===== config.mk =====
export PLATFORM = sky130hd
export DESIGN_NAME = utf8_text_to_braille_cells
export DESIGN_NICKNAME = d
export VERILOG_FILES = /design/src/u2b_pkg.sv /design/src/u2b_front.sv /design/src/u2b_back.sv /design/src/utf8_text_to_braille_cells.sv
export SDC_FILE = /design/constraint.sdc
export NUM_CORES = 1
export LEC_CHECK = 0
export BUFFER_PORTS_ARGS = -buffer_cell sky130_fd_sc_hd__buf_2
export CAP_MARGIN = 20
export CORE_UTILIZATION = 40
export DETAILED_ROUTE_END_ITERATION = 8
export MAX_ROUTING_LAYER = met4
export PLACE_DENSITY_LB_ADDON = 0.3
export SETUP_SLACK_MARGIN = 0.1
export SLEW_MARGIN = 10
export SYNTH_ARGS = -nofsm -noshare
export SYNTH_HDL_FRONTEND = slang
export SYNTH_HIERARCHICAL = 1
export SYNTH_SLANG_ARGS = --single-unit

===== constraint.sdc =====
create_clock -name i_clk -period 13.3 [get_ports i_clk]
set_clock_uncertainty 0.1 [all_clocks]
set_input_delay 0.665 -clock i_clk [delete_from_list [all_inputs] [get_ports i_clk]]
set_output_delay 0.665 -clock i_clk [all_outputs]
set_load 0.1 [all_outputs]

===== src/u2b_pkg.sv =====
// Shared types, constants and braille lookup functions for the UTF-8 to braille block.
package u2b_pkg;

    localparam logic [7:0] DOT_Q = 8'h26;  // '?'
    localparam logic [7:0] DOT_8 = 8'h80;

    // One decode request handed from the front to the back.
    typedef struct packed {
        logic        has_cp;   // a code point to turn into a cell
        logic [20:0] cp;
        logic        bad;      // emit '?' instead of the code point
        logic        last;     // final request of the text
        logic        fin;      // request comes from the byte that ends the text
    } t_req;

    function automatic logic [7:0] letter_dots(input logic [4:0] idx);
        logic [7:0] r;
        begin
            case (idx)
                5'd0: r = 8'h01;  5'd1: r = 8'h03;  5'd2: r = 8'h09;  5'd3: r = 8'h19;
                5'd4: r = 8'h11;  5'd5: r = 8'h0B;  5'd6: r = 8'h1B;  5'd7: r = 8'h13;
                5'd8: r = 8'h0A;  5'd9: r = 8'h1A;  5'd10: r = 8'h05; 5'd11: r = 8'h07;
                5'd12: r = 8'h0D; 5'd13: r = 8'h1D; 5'd14: r = 8'h15; 5'd15: r = 8'h0F;
                5'd16: r = 8'h1F; 5'd17: r = 8'h17; 5'd18: r = 8'h0E; 5'd19: r = 8'h1E;
                5'd20: r = 8'h25; 5'd21: r = 8'h27; 5'd22: r = 8'h3A; 5'd23: r = 8'h2D;
                5'd24: r = 8'h3D; 5'd25: r = 8'h35;
                default: r = 8'h00;
            endcase
            letter_dots = r;
        end
    endfunction

    function automatic logic [7:0] ascii_dots(input logic [6:0] c);
        logic [7:0] r;
        begin
            if (c == 7'h20 || c == 7'h0A || c == 7'h0D || c == 7'h09) r = 8'h00;
            else if (c >= 7'h61 && c <= 7'h7A) r = letter_dots(5'(c - 7'h61));
            else if (c >= 7'h41 && c <= 7'h5A) r = letter_dots(5'(c - 7'h41)) | 8'h40;
            else if (c >= 7'h31 && c <= 7'h39) r = letter_dots(5'(c - 7'h31)) | 8'h20;
            else begin
                case (c)
                    7'h30: r = 8'h3A;
                    7'h2E: r = 8'h32;
                    7'h2C: r = 8'h02;
                    7'h3B: r = 8'h06;
                    7'h3A: r = 8'h12;
                    7'h21: r = 8'h16;
                    7'h3F: r = 8'h26;
                    7'h2D: r = 8'h24;
                    7'h27: r = 8'h04;
                    7'h22: r = 8'h34;
                    7'h28, 7'h29: r = 8'h36;
                    7'h2F: r = 8'h0C;
                    7'h5C: r = 8'h33;
                    7'h2B: r = 8'h16;
                    7'h3D: r = 8'h3F;
                    7'h2A: r = 8'h21;
                    7'h26: r = 8'h2F;
                    7'h25: r = 8'h29;
                    7'h40: r = 8'h48;
                    7'h23: r = 8'h3C;
                    7'h5B, 7'h3C: r = 8'h23;
                    7'h5D, 7'h3E: r = 8'h1C;
                    7'h5F: r = 8'h38;
                    default: r = DOT_8;
                endcase
            end
            ascii_dots = r;
        end
    endfunction

    function automatic logic [7:0] deva_dots(input logic [6:0] lo);
        logic [7:0] r;
        begin
            case (lo)
                7'h05, 7'h06, 7'h3E: r = 8'h01;
                7'h07, 7'h08, 7'h3F, 7'h40: r = 8'h0A;
                7'h09, 7'h0A, 7'h41, 7'h42: r = 8'h25;
                7'h0F, 7'h47: r = 8'h11;
                7'h10: r = 8'h51;
                7'h13, 7'h14, 7'h4B, 7'h4C: r = 8'h15;
                7'h0B, 7'h43, 7'h30: r = 8'h17;
                7'h15, 7'h16: r = 8'h05;
                7'h17, 7'h18: r = 8'h1B;
                7'h1A, 7'h1B: r = 8'h09;
                7'h1C, 7'h1D: r = 8'h1A;
                7'h1F, 7'h20, 7'h24, 7'h25: r = 8'h1E;
                7'h21, 7'h22, 7'h26, 7'h27: r = 8'h19;
                7'h23, 7'h28: r = 8'h1D;
                7'h2A: r = 8'h0F;
                7'h2B: r = 8'h0B;
                7'h2C, 7'h2D: r = 8'h03;
                7'h2E: r = 8'h0D;
                7'h2F: r = 8'h3D;
                7'h32: r = 8'h07;
                7'h35: r = 8'h27;
                7'h36, 7'h37, 7'h38: r = 8'h0E;
                7'h39: r = 8'h13;
                7'h01, 7'h02, 7'h03: r = 8'h14;
                7'h4D: r = 8'h08;
                7'h64, 7'h65: r = 8'h32;
                default: r = DOT_8;
            endcase
            deva_dots = r;
        end
    endfunction

    function automatic logic [7:0] cell_for(input logic [20:0] cp);
        logic [7:0] r;
        begin
            if (cp < 21'h80) r = ascii_dots(cp[6:0]);
            else if (cp >= 21'h900 && cp <= 21'h97F) r = deva_dots(cp[6:0]);
            else r = DOT_8;
            cell_for = r;
        end
    endfunction

    function automatic logic [2:0] lead_len(input logic [7:0] b);
        logic [2:0] r;
        begin
            if (b[7] == 1'b0) r = 3'd1;
            else if ((b & 8'hE0) == 8'hC0) r = 3'd2;
            else if ((b & 8'hF0) == 8'hE0) r = 3'd3;
            else if ((b & 8'hF8) == 8'hF0) r = 3'd4;
            else r = 3'd0;
            lead_len = r;
        end
    endfunction

    function automatic logic [20:0] decode(input logic [7:0] b0, input logic [7:0] b1,
                                           input logic [7:0] b2, input logic [7:0] b3,
                                           input logic [2:0] len);
        logic [20:0] r;
        begin
            case (len)
                3'd2: r = {10'd0, b0[4:0], b1[5:0]};
                3'd3: r = {5'd0, b0[3:0], b1[5:0], b2[5:0]};
                3'd4: r = {b0[2:0], b1[5:0], b2[5:0], b3[5:0]};
                default: r = {13'd0, b0};
            endcase
            decode = r;
        end
    endfunction

endpackage


===== src/u2b_front.sv =====
// Front end: assembles UTF-8 sequences and issues up to three decode requests per byte.
module u2b_front
    import u2b_pkg::*;
(
    input  logic       i_clk,
    input  logic       i_rst_n,
    input  logic       i_push,
    input  logic [7:0] i_text_byte,
    input  logic       i_end_of_text,
    output logic       o_take,
    output logic [1:0] o_nreq,
    output t_req       o_req0,
    output t_req       o_req1,
    output t_req       o_req2
);
    logic [7:0] r_pend [3];
    logic [1:0] r_pcnt;
    logic [2:0] r_slen;
    logic [1:0] n_pcnt;
    logic [2:0] n_slen;

    logic [7:0] b;
    logic       eot;
    logic       fin;
    t_req       rq [3];
    logic [1:0] nr;
    logic [1:0] fcnt;   // pending bytes left for the end-of-text flush
    logic [2:0] l1, l2;
    logic [7:0] p1, p2;

    assign b   = i_text_byte;
    assign fin = (b == 8'd0) || i_end_of_text;
    assign eot = fin;
    assign o_take = i_push;

    // The byte taken this cycle may itself be the newest pending byte.
    assign p1 = (r_pcnt == 2'd1) ? b : r_pend[1];
    assign p2 = (r_pcnt == 2'd2) ? b : r_pend[2];

    always_comb begin
        n_pcnt = r_pcnt;
        n_slen = r_slen;
        nr = 2'd0;
        fcnt = 2'd0;
        for (int k = 0; k < 3; k++) rq[k] = '0;
        // Step the byte through the sequence assembler.
        if (b != 8'd0) begin
            if (r_pcnt == 2'd0) begin
                if (lead_len(b) == 3'd1) begin
                    rq[0].has_cp = 1'b1; rq[0].cp = {13'd0, b}; nr = 2'd1;
                end else if (lead_len(b) == 3'd0) begin
                    rq[0].bad = 1'b1; nr = 2'd1;
                end else begin
                    n_pcnt = 2'd1; n_slen = lead_len(b);
                end
            end else if ({1'b0, r_pcnt} + 3'd1 >= r_slen) begin
                rq[0].has_cp = 1'b1;
                rq[0].cp = decode(r_pend[0], (r_pcnt == 2'd1) ? b : r_pend[1],
                                  (r_pcnt == 2'd2) ? b : r_pend[2], b, {1'b0, r_pcnt} + 3'd1);
                nr = 2'd1;
                n_pcnt = 2'd0; n_slen = 3'd0;
            end else begin
                n_pcnt = r_pcnt + 2'd1;
            end
        end
        // Flush a truncated sequence at end of text: lead gives '?', rest re-decoded.
        l1 = 3'd0; l2 = 3'd0;
        if (eot) begin
            fcnt = (b != 8'd0) ? n_pcnt : r_pcnt;
            if (fcnt != 2'd0) begin
                rq[nr].bad = 1'b1;
                nr = nr + 2'd1;
                l1 = lead_len(p1);
                l2 = lead_len(p2);
                if (fcnt >= 2'd2) begin
                    if (l1 == 3'd1) begin
                        rq[nr].has_cp = 1'b1; rq[nr].cp = {13'd0, p1};
                        nr = nr + 2'd1;
                        if (fcnt == 2'd3) begin
                            if (l2 == 3'd1) begin
                                rq[nr].has_cp = 1'b1; rq[nr].cp = {13'd0, p2};
                            end else begin
                                rq[nr].bad = 1'b1;
                            end
                            nr = nr + 2'd1;
                        end
                    end else if (l1 == 3'd2 && fcnt == 2'd3) begin
                        rq[nr].has_cp = 1'b1;
                        rq[nr].cp = decode(p1, p2, 8'd0, 8'd0, 3'd2);
                        nr = nr + 2'd1;
                    end else begin
                        rq[nr].bad = 1'b1;
                        nr = nr + 2'd1;
                        if (fcnt == 2'd3) begin
                            if (l2 == 3'd1) begin
                                rq[nr].has_cp = 1'b1; rq[nr].cp = {13'd0, p2};
                            end else begin
                                rq[nr].bad = 1'b1;
                            end
                            nr = nr + 2'd1;
                        end
                    end
                end
            end
            n_pcnt = 2'd0; n_slen = 3'd0;
        end
        // A text end always yields at least one word (a bare marker if needed).
        if (eot) begin
            for (int k = 0; k < 3; k++) rq[k].fin = 1'b1;
            if (nr == 2'd0) nr = 2'd1;
            rq[nr - 2'd1].last = 1'b1;
        end
    end

    assign o_nreq = nr;
    assign o_req0 = rq[0];
    assign o_req1 = rq[1];
    assign o_req2 = rq[2];

    always_ff @(posedge i_clk) begin
        if (!i_rst_n) begin
            r_pcnt <= 2'd0;
            r_slen <= 3'd0;
        end else if (i_push) begin
            r_pcnt <= n_pcnt;
            r_slen <= n_slen;
        end
    end

    // Hold pending bytes; entries are read only after being written in the text.
    always_ff @(posedge i_clk) begin
        if (i_push && b != 8'd0 && n_pcnt != 2'd0) r_pend[n_pcnt - 2'd1] <= b;
    end
endmodule


===== src/u2b_back.sv =====
// Back end: maps queued requests to cells, applies the cell limit, numbers cells.
module u2b_back
    import u2b_pkg::*;
#(
    parameter int CELL_LIMIT = 80
) (
    input  logic       i_clk,
    input  logic       i_rst_n,
    input  logic [6:0] i_max_cells,
    input  logic       i_valid,
    input  t_req       i_req,
    output logic       o_ready,
    output logic       o_valid,
    output logic [7:0] o_cell_pattern,
    output logic       o_has_cell,
    output logic [6:0] o_cell_index,
    output logic       o_text_done,
    input  logic       i_ready
);
    localparam int CW = $clog2(CELL_LIMIT + 1);
    logic [CW-1:0] r_cnt;
    logic          r_fin_emit;  // a cell was kept earlier for the text-ending byte
    logic          r_ov;
    logic [7:0]    r_pat;
    logic          r_has;
    logic [6:0]    r_idx;
    logic          r_done;

    logic [CW-1:0] lim;
    logic          room;
    logic          emit;
    logic          at_lim;
    logic          produce;
    logic          n_ov;
    logic [7:0]    pat;

    always_comb begin
        if (i_max_cells == 7'd0) lim = CW'(1);
        else if ({25'd0, i_max_cells} > CELL_LIMIT) lim = CW'(CELL_LIMIT);
        else lim = CW'(i_max_cells);
    end

    assign room    = r_cnt < lim;
    assign at_lim  = (r_cnt + CW'(1)) >= lim;
    assign pat     = i_req.bad ? DOT_Q : cell_for(i_req.cp);
    assign emit    = (i_req.has_cp || i_req.bad) && room;
    // A last request produces a word if it emits, or if the ending byte kept no cell.
    assign produce = emit || (i_req.last && !r_fin_emit);
    assign o_ready = !r_ov || i_ready;
    assign n_ov    = (i_valid && o_ready && produce) || (r_ov && !i_ready);

    always_ff @(posedge i_clk) begin
        if (!i_rst_n) begin
            r_cnt      <= '0;
            r_fin_emit <= 1'b0;
            r_ov       <= 1'b0;
        end else begin
            r_ov <= n_ov;
            if (i_valid && o_ready) begin
                if (i_req.last) begin
                    r_cnt <= '0; r_fin_emit <= 1'b0;
                end else if (emit) begin
                    r_cnt <= r_cnt + CW'(1); r_fin_emit <= i_req.fin;
                end
            end
        end
    end

    // An ending byte's cell that fills the display is the last word of the text.
    always_ff @(posedge i_clk) begin
        if (i_valid && o_ready && produce) begin
            r_pat  <= emit ? pat : 8'd0;
            r_has  <= emit;
            r_idx  <= emit ? 7'(r_cnt) : 7'd0;
            r_done <= i_req.last || (i_req.fin && at_lim);
        end
    end

    assign o_valid        = r_ov;
    assign o_cell_pattern = r_pat;
    assign o_has_cell     = r_has;
    assign o_cell_index   = r_idx;
    assign o_text_done    = r_done;
endmodule


===== src/utf8_text_to_braille_cells.sv =====
// Top level of the UTF-8 text to eight-dot braille cell converter.
// Push one text byte per word; a zero byte or end_of_text closes the text. The front
// decodes the byte in the cycle it is taken and drops up to three requests into an
// eight-entry queue; it takes a byte only while the queue has room for three. The back
// retires one request per cycle while words are popped as they come and delivers at
// most one word per request (cells past the display width are dropped), so ASCII and
// complete sequences then sustain one byte per cycle. A byte's first word passes the
// request queue and the back-end output register before it can be popped. A waiting
// word holds its value until popped. Write max_cells only while idle.
module utf8_text_to_braille_cells
    import u2b_pkg::*;
#(
    parameter int CELL_LIMIT = 80
) (
    input  logic       i_clk,
    input  logic       i_rst_n,
    input  logic       push,
    output logic       full,
    input  logic [7:0] i_text_byte,
    input  logic       i_end_of_text,
    output logic       empty,
    input  logic       pop,
    output logic [7:0] o_cell_pattern,
    output logic       o_has_cell,
    output logic [6:0] o_cell_index,
    output logic       o_text_done,
    input  logic       i_cfg_we,
    input  logic [6:0] i_cfg_wdata
);
    localparam int QD = 8;
    logic [6:0] r_max;
    t_req       r_q [QD];
    logic [2:0] r_wp, r_rp;
    logic [3:0] r_cnt;
    logic       take;
    logic [1:0] nreq;
    t_req       q0, q1, q2;
    logic       acc;
    logic       bvalid, bready;
    logic       ovalid;
    logic [3:0] n_cnt;

    // Configuration register.
    always_ff @(posedge i_clk) begin
        if (!i_rst_n) r_max <= 7'd20;
        else if (i_cfg_we) r_max <= i_cfg_wdata;
    end

    assign full = r_cnt > 4'(QD - 3);
    assign acc  = push && !full;

    u2b_front u_front (
        .i_clk, .i_rst_n, .i_push(acc), .i_text_byte, .i_end_of_text,
        .o_take(take), .o_nreq(nreq), .o_req0(q0), .o_req1(q1), .o_req2(q2)
    );

    assign bvalid = r_cnt != 4'd0;

    u2b_back #(.CELL_LIMIT(CELL_LIMIT)) u_back (
        .i_clk, .i_rst_n, .i_max_cells(r_max), .i_valid(bvalid), .i_req(r_q[r_rp]),
        .o_ready(bready), .o_valid(ovalid), .o_cell_pattern, .o_has_cell, .o_cell_index,
        .o_text_done, .i_ready(pop)
    );

    assign empty = !ovalid;

    // Request queue between front and back.
    always_comb begin
        n_cnt = r_cnt + (take ? {2'd0, nreq} : 4'd0) - ((bvalid && bready) ? 4'd1 : 4'd0);
    end

    always_ff @(posedge i_clk) begin
        if (!i_rst_n) begin
            r_wp <= '0; r_rp <= '0; r_cnt <= '0;
        end else begin
            if (take) r_wp <= r_wp + 3'(nreq);
            if (bvalid && bready) r_rp <= r_rp + 3'd1;
            r_cnt <= n_cnt;
        end
    end

    always_ff @(posedge i_clk) begin
        if (take) begin
            if (nreq != 2'd0) r_q[r_wp] <= q0;
            if (nreq >= 2'd2) r_q[r_wp + 3'd1] <= q1;
            if (nreq == 2'd3) r_q[r_wp + 3'd2] <= q2;
        end
    end

`ifndef SYNTHESIS
    a_cnt: assert property (@(posedge i_clk) disable iff (!i_rst_n) r_cnt <= 4'(QD))
        else $error("queue overflow");
    a_full: assert property (@(posedge i_clk) disable iff (!i_rst_n)
        full |-> r_cnt > 4'd5) else $error("full wrong");
    a_hold: assert property (@(posedge i_clk) disable iff (!i_rst_n)
        (!empty && !pop) |=> (!empty && $stable(o_cell_pattern) && $stable(o_text_done)))
        else $error("waiting word changed");
`endif
endmodule


==> results of run 1 <==
-- Yosys cell counts, types with 5 or more instances --
cell type | instances | area share [%]
nand4_1 | 5 | 0.17
xnor2_1 | 8 | 0.37
edfxtp_1 | 238 | 38
o21ai_0 | 63 | 1.7
o22ai_1 | 16 | 0.53
o21a_1 | 6 | 0.24
o211ai_1 | 9 | 0.36
clkbuf_1 | 91 | 1.8
a22oi_1 | 15 | 0.60
o21bai_1 | 5 | 0.20
mux4_2 | 51 | 6.1
clkbuf_2 | 29 | 0.77
or3_1 | 7 | 0.23
buf_4 | 26 | 1.0
inv_1 | 46 | 0.92
xor2_1 | 5 | 0.23
nor3_1 | 23 | 0.61
a21o_1 | 10 | 0.40
buf_1 | 34 | 0.68
nand2b_1 | 20 | 0.66
ha_1 | 48 | 3.2
a222oi_1 | 6 | 0.32
a211oi_1 | 11 | 0.44
nor2_1 | 262 | 5.2
buf_2 | 62 | 1.6
nand3b_1 | 6 | 0.24
a31oi_1 | 209 | 6.9
dfxtp_1 | 34 | 3.6
nand3_1 | 45 | 1.2
nor2b_1 | 25 | 0.83
mux2_2 | 39 | 2.3
a21boi_0 | 11 | 0.44
and3_1 | 12 | 0.40
nand2_1 | 489 | 9.7
and2_1 | 21 | 0.70
a21oi_1 | 62 | 1.6
mux2i_1 | 23 | 1.2
-- sequential cells by signal, summed over array words and instances, names as in the netlist, 4 cells and up, named ones only --
signal                 count
r_q                      200
u_back/r_cnt               7
r_cnt                      4
u_back/o_cell_index        7
r_max                      7
u_front/r_pend            21
u_back/o_cell_pattern      8
-- cell families (layout without fill, tap and decap cells) --
logic type,after synthesis,count (layout),synth area share [%]
AOI/OAI and AO/OA,462,462,15.68
adders and majority gates,50,50,3.401
muxes,114,114,9.725
buffers and inverters,294,171,7.101
xor gates and xnor gates,17,17,0.9500
DFF,272,272,41.56
other,1,21,0.01991
and+or+nand+nor,947,947,21.57
-- power by group through the flow --
stage          sequential [W]  clock [W]  combinational (W)
6_report              0.00108   0.000835            0.00164
5_1_grt               0.00109   0.000878            0.00176
4_1_cts               0.00108   0.000848            0.00161
3_5_place_dp          0.00110          0            0.00160
3_3_place_gp          0.00109          0            0.00158
2_1_floorplan         0.00125          0            0.00110
-- worst paths after layout --
| kind | from | endpoint |
|---|---|---|
| hold / removal | i_cfg_wdata[2] | r_max[2] |
| hold reg to reg | u_front/r_slen[1] | u_front/r_slen[1] |
| setup / recovery | u_front/r_pcnt[0] | r_q[1][8] |
| setup reg to reg | u_front/r_pcnt[0] | r_q[1][8] |
-- cell type report --
class	count	area, um^2	share of cell area, %
sequential	272	7833	39.10
clock buffer	33	783.3	3.910
clock inverter	21	210.2	1.049
tap	607	759.5	3.791
timing repair buffer	68	462.9	2.311
antenna	1	2.502	0.01249
inverter	49	183.9	0.9181
multi-input combinational	1610	9798	48.91
-- per-layer routing --
metal	global-route usage [%]	share of wire (%)
met5	-	0
met1	33.37	43
met3	3.132	9.9
met2	36.86	45
met4	6.273	2.6
-- metrics by stage --
step           hold slack (ps)  instance area (um^2)  cells  utilization, %  total power (W)
2_1_floorplan            343.4                 18910   2176               -         0.002343
3_3_place_gp             358.8                 18890   2593           40.66         0.002674
3_5_place_dp             359.2                 18970   2599           40.83         0.002695
4_1_cts                  195.7                 19960   2653           42.97         0.003532
5_1_grt                  213.6                 20030   2661           43.12         0.003723
6_report                 216.1                 20030   2661           43.12         0.003555
-- worst max-delay path: cells and delay by family, from the launching register on --
kind / cells / cell delay (ps)
and+or+nand+nor: 4 / 2190
DFF: 1 / 490
adders and majority gates: 3 / 1000
AOI/OAI and AO/OA: 5 / 1460
buffers and inverters: 3 / 610
==> results_dict.tcl, run 1 <==
set metrics [dict create \
    die_x_um 219 \
    hold_depth 3 \
    maxCapViolations 0 \
    setup_ws_ps 7126 \
    setup-violations-final 0 \
    rsz0062_at_grt "no" \
    synth-edff-count 238 \
    fin_nets 2102 \
    io_pins 40 \
    grt_pass1_vias 14702 \
    cp_slowest_stage_delay_ps 810 \
    grt_pass1_wl_um 86820 \
    leakagePower_nw 7.269 \
    ir_drop_mv 0.2707 \
    timing.slew.headroom_pct 17.67 \
    cts_hold_buf 0 \
    cts_root_buffer "clkbuf_16" \
    status "finished, final reports clean" \
    cts_setup_buffers 0 \
    layout_commonest_cell "nand2_1" \
    dp_hpwl_um 40320 \
    syn_to_final_growth_pct 6.357 \
    synth_ff_type "edfxtp_1" \
    async_flop_share_pct 0 \
    clk_pin_slew_ps 60 \
    layout-drive-gt1-share_pct 12.27 \
    insertion_delay_ps 570 \
    switching_share_pct 42.37 \
    combPwrFrac_pct 46.3 \
    p_sw_w 0.001506 \
    seqPwrFrac_pct 30.2 \
    fmax_ghz 0.1620 \
    finalSetupTns_ps 0 \
    gp_congestion 0.9469 \
    num-fill-cells 4457 \
    synth_area_um2 18840 \
    cp-end-kind "register" \
    cts-resized-gates 0 \
    die_y_um 219 \
    seq_area_frac_synth_pct 41.56 \
    reg2reg_depth 15 \
    worst-setup-path-type "register to register" \
    wirelength_um 56330 \
    port_buffers 39 \
    cp_slowest_cell "nand3_1" \
    ys_types 86 \
    vias 16075 \
    finalMaxSlewViolations 0 \
    finalCritPeriodShare_pct 46.42 \
    final_cell_mix "nand2_1, nor2_1, edfxtp_1" \
    crit_chain "inv_1 > ha_1 > ha_1 > and2_1 > a21o_1 > o211ai_2 > inv_2 > ha_1 > a21boi_0 > o21ai_0 > a22oi_1 > and4_1 > nand3_2 > nand3_1 > buf_8" \
    finalHoldViolations 0 \
    cp.required_ps 13470 \
    cts.htree.levels 1 \
    dieArea_um2 47960 \
    firstDrtPassIters 7 \
    cpMostUsedCell "ha_1" \
    core_area_um2 46460 \
    drc 0 \
    cts.sinks 272 \
    drt-vias-per-instance 6.041 \
    start_util_pct 40.54 \
    r2r_setup_slack_ps 7130 \
    avgSynthCellArea_um2 8.732 \
    grt.overflow.total 0 \
    clock_path_buffers 3 \
    cp-start-kind "register" \
    core.rowCount 79 \
    p_per_area_nw_per_um2 177.4 \
    antenna_found_initial 1 \
    wire_per_inst_um 21.17 \
    layout_min_cycle_time_ps 6174 \
    track_usage_pct 24.00 \
    dr.first_iter.drc_count 2133 \
    hold_path.class "primary input to register" \
    ant_nets 0 \
    cts_buffers 30 \
    pre_cts_slack_ps 6814 \
    yosysWarnings 6 \
    cts_tree "yes" \
    syn_inst 2157 \
    crit_fanout 51 \
    grt_max_degree 53 \
    ys_seq_elements 272 \
    tightest_slew_ps 1235 \
    p_clk_share_pct 23.5 \
    cp.arrival_ps 6340 \
    cellInternalPower_w 0.002048 \
]
(Power assumes the default switching activity.)
==> inputs of run 2 (changes only) <==
- clock period: 13.3 -> 5.85 ns (I/O delays scaled with it)
==> run 2 against run 1 <==
  * Total power rose by 130%
  * Die area did not move
  * Highest routed layer unchanged
  * Design area rose by 2.4%
  * Fmax rose by 19%
  * Clock power rose by 150%
  * Largest cell class unchanged
  * Register-to-register slack got worse by 6400 ps
  * First-iteration DRC count rose by 3.4%
  * Combinational power rose by 130%
==> results_dict.tcl, run 2 (synthesis gave the netlist of run 1 again) <==
set metrics [dict create \
    status "finished, final reports clean" \
    grt_max_degree 51 \
    pre_cts_slack_ps 720.8 \
    seqPwrFrac_pct 29.7 \
    regMostFlops "r_q" \
    fin_nets 2154 \
    tightest_slew_ps 1176 \
    setup_ws_ps 677.9 \
    leakagePower_nw 7.555 \
    cts_setup_buffers 0 \
    p_per_area_nw_per_um2 405.9 \
    firstDrtPassIters 6 \
    ir_drop_mv 0.7468 \
    finalCritPeriodShare_pct 88.41 \
    cts.sinks 272 \
    dieArea_um2 47960 \
    place_inst 2636 \
    cp-start-kind "register" \
    largest_register_ffs 200 \
    syn_to_final_growth_pct 8.921 \
    vias 16654 \
    finalHoldViolations 0 \
    setup-violations-final 0 \
    finalMaxSlewViolations 0 \
    layout_commonest_cell "nand2_1" \
    io_pins 40 \
    die_x_um 219 \
    num-fill-cells 4451 \
    switching_share_pct 41.85 \
    maxCapViolations 0 \
    rsz0062_at_grt "no" \
    cp-end-kind "register" \
    grt_pass1_wl_um 93520 \
    dp_hpwl_um 40160 \
    layout-drive-gt1-share_pct 13.57 \
    track_usage_pct 26.27 \
    ant_nets 0 \
    combPwrFrac_pct 45.4 \
    finalSetupTns_ps 0 \
    cts_tree "yes" \
    p_sw_w 0.003485 \
    clk_pin_slew_ps 60 \
    wire_per_inst_um 22.74 \
    crit_fanout 25 \
    cellInternalPower_w 0.004843 \
    n_antenna_cell 0 \
    final_cell_mix "nand2_1, nor2_1, edfxtp_1" \
    insertion_delay_ps 590 \
    grt.overflow.total 0 \
    start_util_pct 40.54 \
    cts_buffers 31 \
    fmax_ghz 0.1933 \
    antenna_found_initial 0 \
    gp_congestion 0.9322 \
    grt_pass1_vias 15885 \
    drt-vias-per-instance 6.134 \
    cts.htree.levels 1 \
    core.rowCount 79 \
    timing.slew.headroom_pct 20.97 \
    core_area_um2 46460 \
    p_total_w 0.008328 \
    clock_path_buffers 3 \
    die_y_um 219 \
    layout_min_cycle_time_ps 5172 \
    cp.required_ps 5990 \
    p_clk_share_pct 24.9 \
    cp.arrival_ps 5310 \
    wirelength_um 61730 \
    dr.first_iter.drc_count 2205 \
    port_buffers 39 \
    drc 0 \
    hold_path.class "primary input to register" \
    worst-setup-path-type "register to register" \
    cts_root_buffer "clkbuf_16" \
    final_cells 2715 \
]
==> run 2: cell type report <==
class	instances	area (um^2)	share of cell area [%]
repair buffers	119	853.3	4.159
well taps	607	759.5	3.702
inverters	49	183.9	0.8965
flip-flops and latches	272	7833	38.18
clock buffers	36	814.5	3.970
multi-input cells	1610	9797	47.75
clock inverters	22	275.3	1.342
==> run 2: final timing paths <==
path	startpoint	end	slack (ps)	cells after the start
worst min-delay path	i_cfg_we	r_max[6]	30	3
worst min register to register	u_front/r_slen[1]	u_front/r_slen[1]	370	2
worst max register to register	u_front/r_pcnt[0]	r_q[7][18]	680	15
worst max-delay path	u_front/r_pcnt[0]	r_q[7][18]	680	15
==> run 2: critical path, stage by stage, from the launching register on <==
cell	delay, ps
dfxtp_1	500
inv_1	160
ha_1	380
ha_1	280
and2_1	180
a21o_1	210
o211ai_2	370
inv_2	190
ha_1	320
a21boi_0	160
o21ai_0	160
a22oi_1	470
and4_1	400
nand2_2	310
nand3_1	190
buf_4	420
==> run 2: timing repair <==
item | CTS | global route
hold buffers | 17 | 0
setup endpoints to repair | 0 | 0
gates resized for setup | 0 | 0
hold endpoints to repair | 28 | 0
==> run 2: metal layers <==
layer  GRT usage, %  part of all wire (%)
met1          32.45                    39
met3          2.952                   8.7
met4          11.88                   4.1
met2          43.27                    48
met5              -                     0
==> run 2: per-stage QoR <==
stage / hold slack [ps] / utilization [%] / instance area (um^2)
global route: 45.92 / 44.16 / 20520
global placement: 361.4 / 41.40 / 19230
finish: 30.57 / 44.16 / 20520
floorplan: 291.4 / - / 18910
detailed placement: 366.6 / 41.41 / 19240
CTS: 9.978 / 44.12 / 20500
==> run 2: power groups by stage <==
stage	logic (W)	clock network, W	registers, W
after detailed placement	0.00368	0	0.00252
after global routing	0.00404	0.00217	0.00250
final	0.00378	0.00207	0.00248
after CTS	0.00371	0.00210	0.00248
after global placement	0.00367	0	0.00252
after floorplan	0.00250	0	0.00283
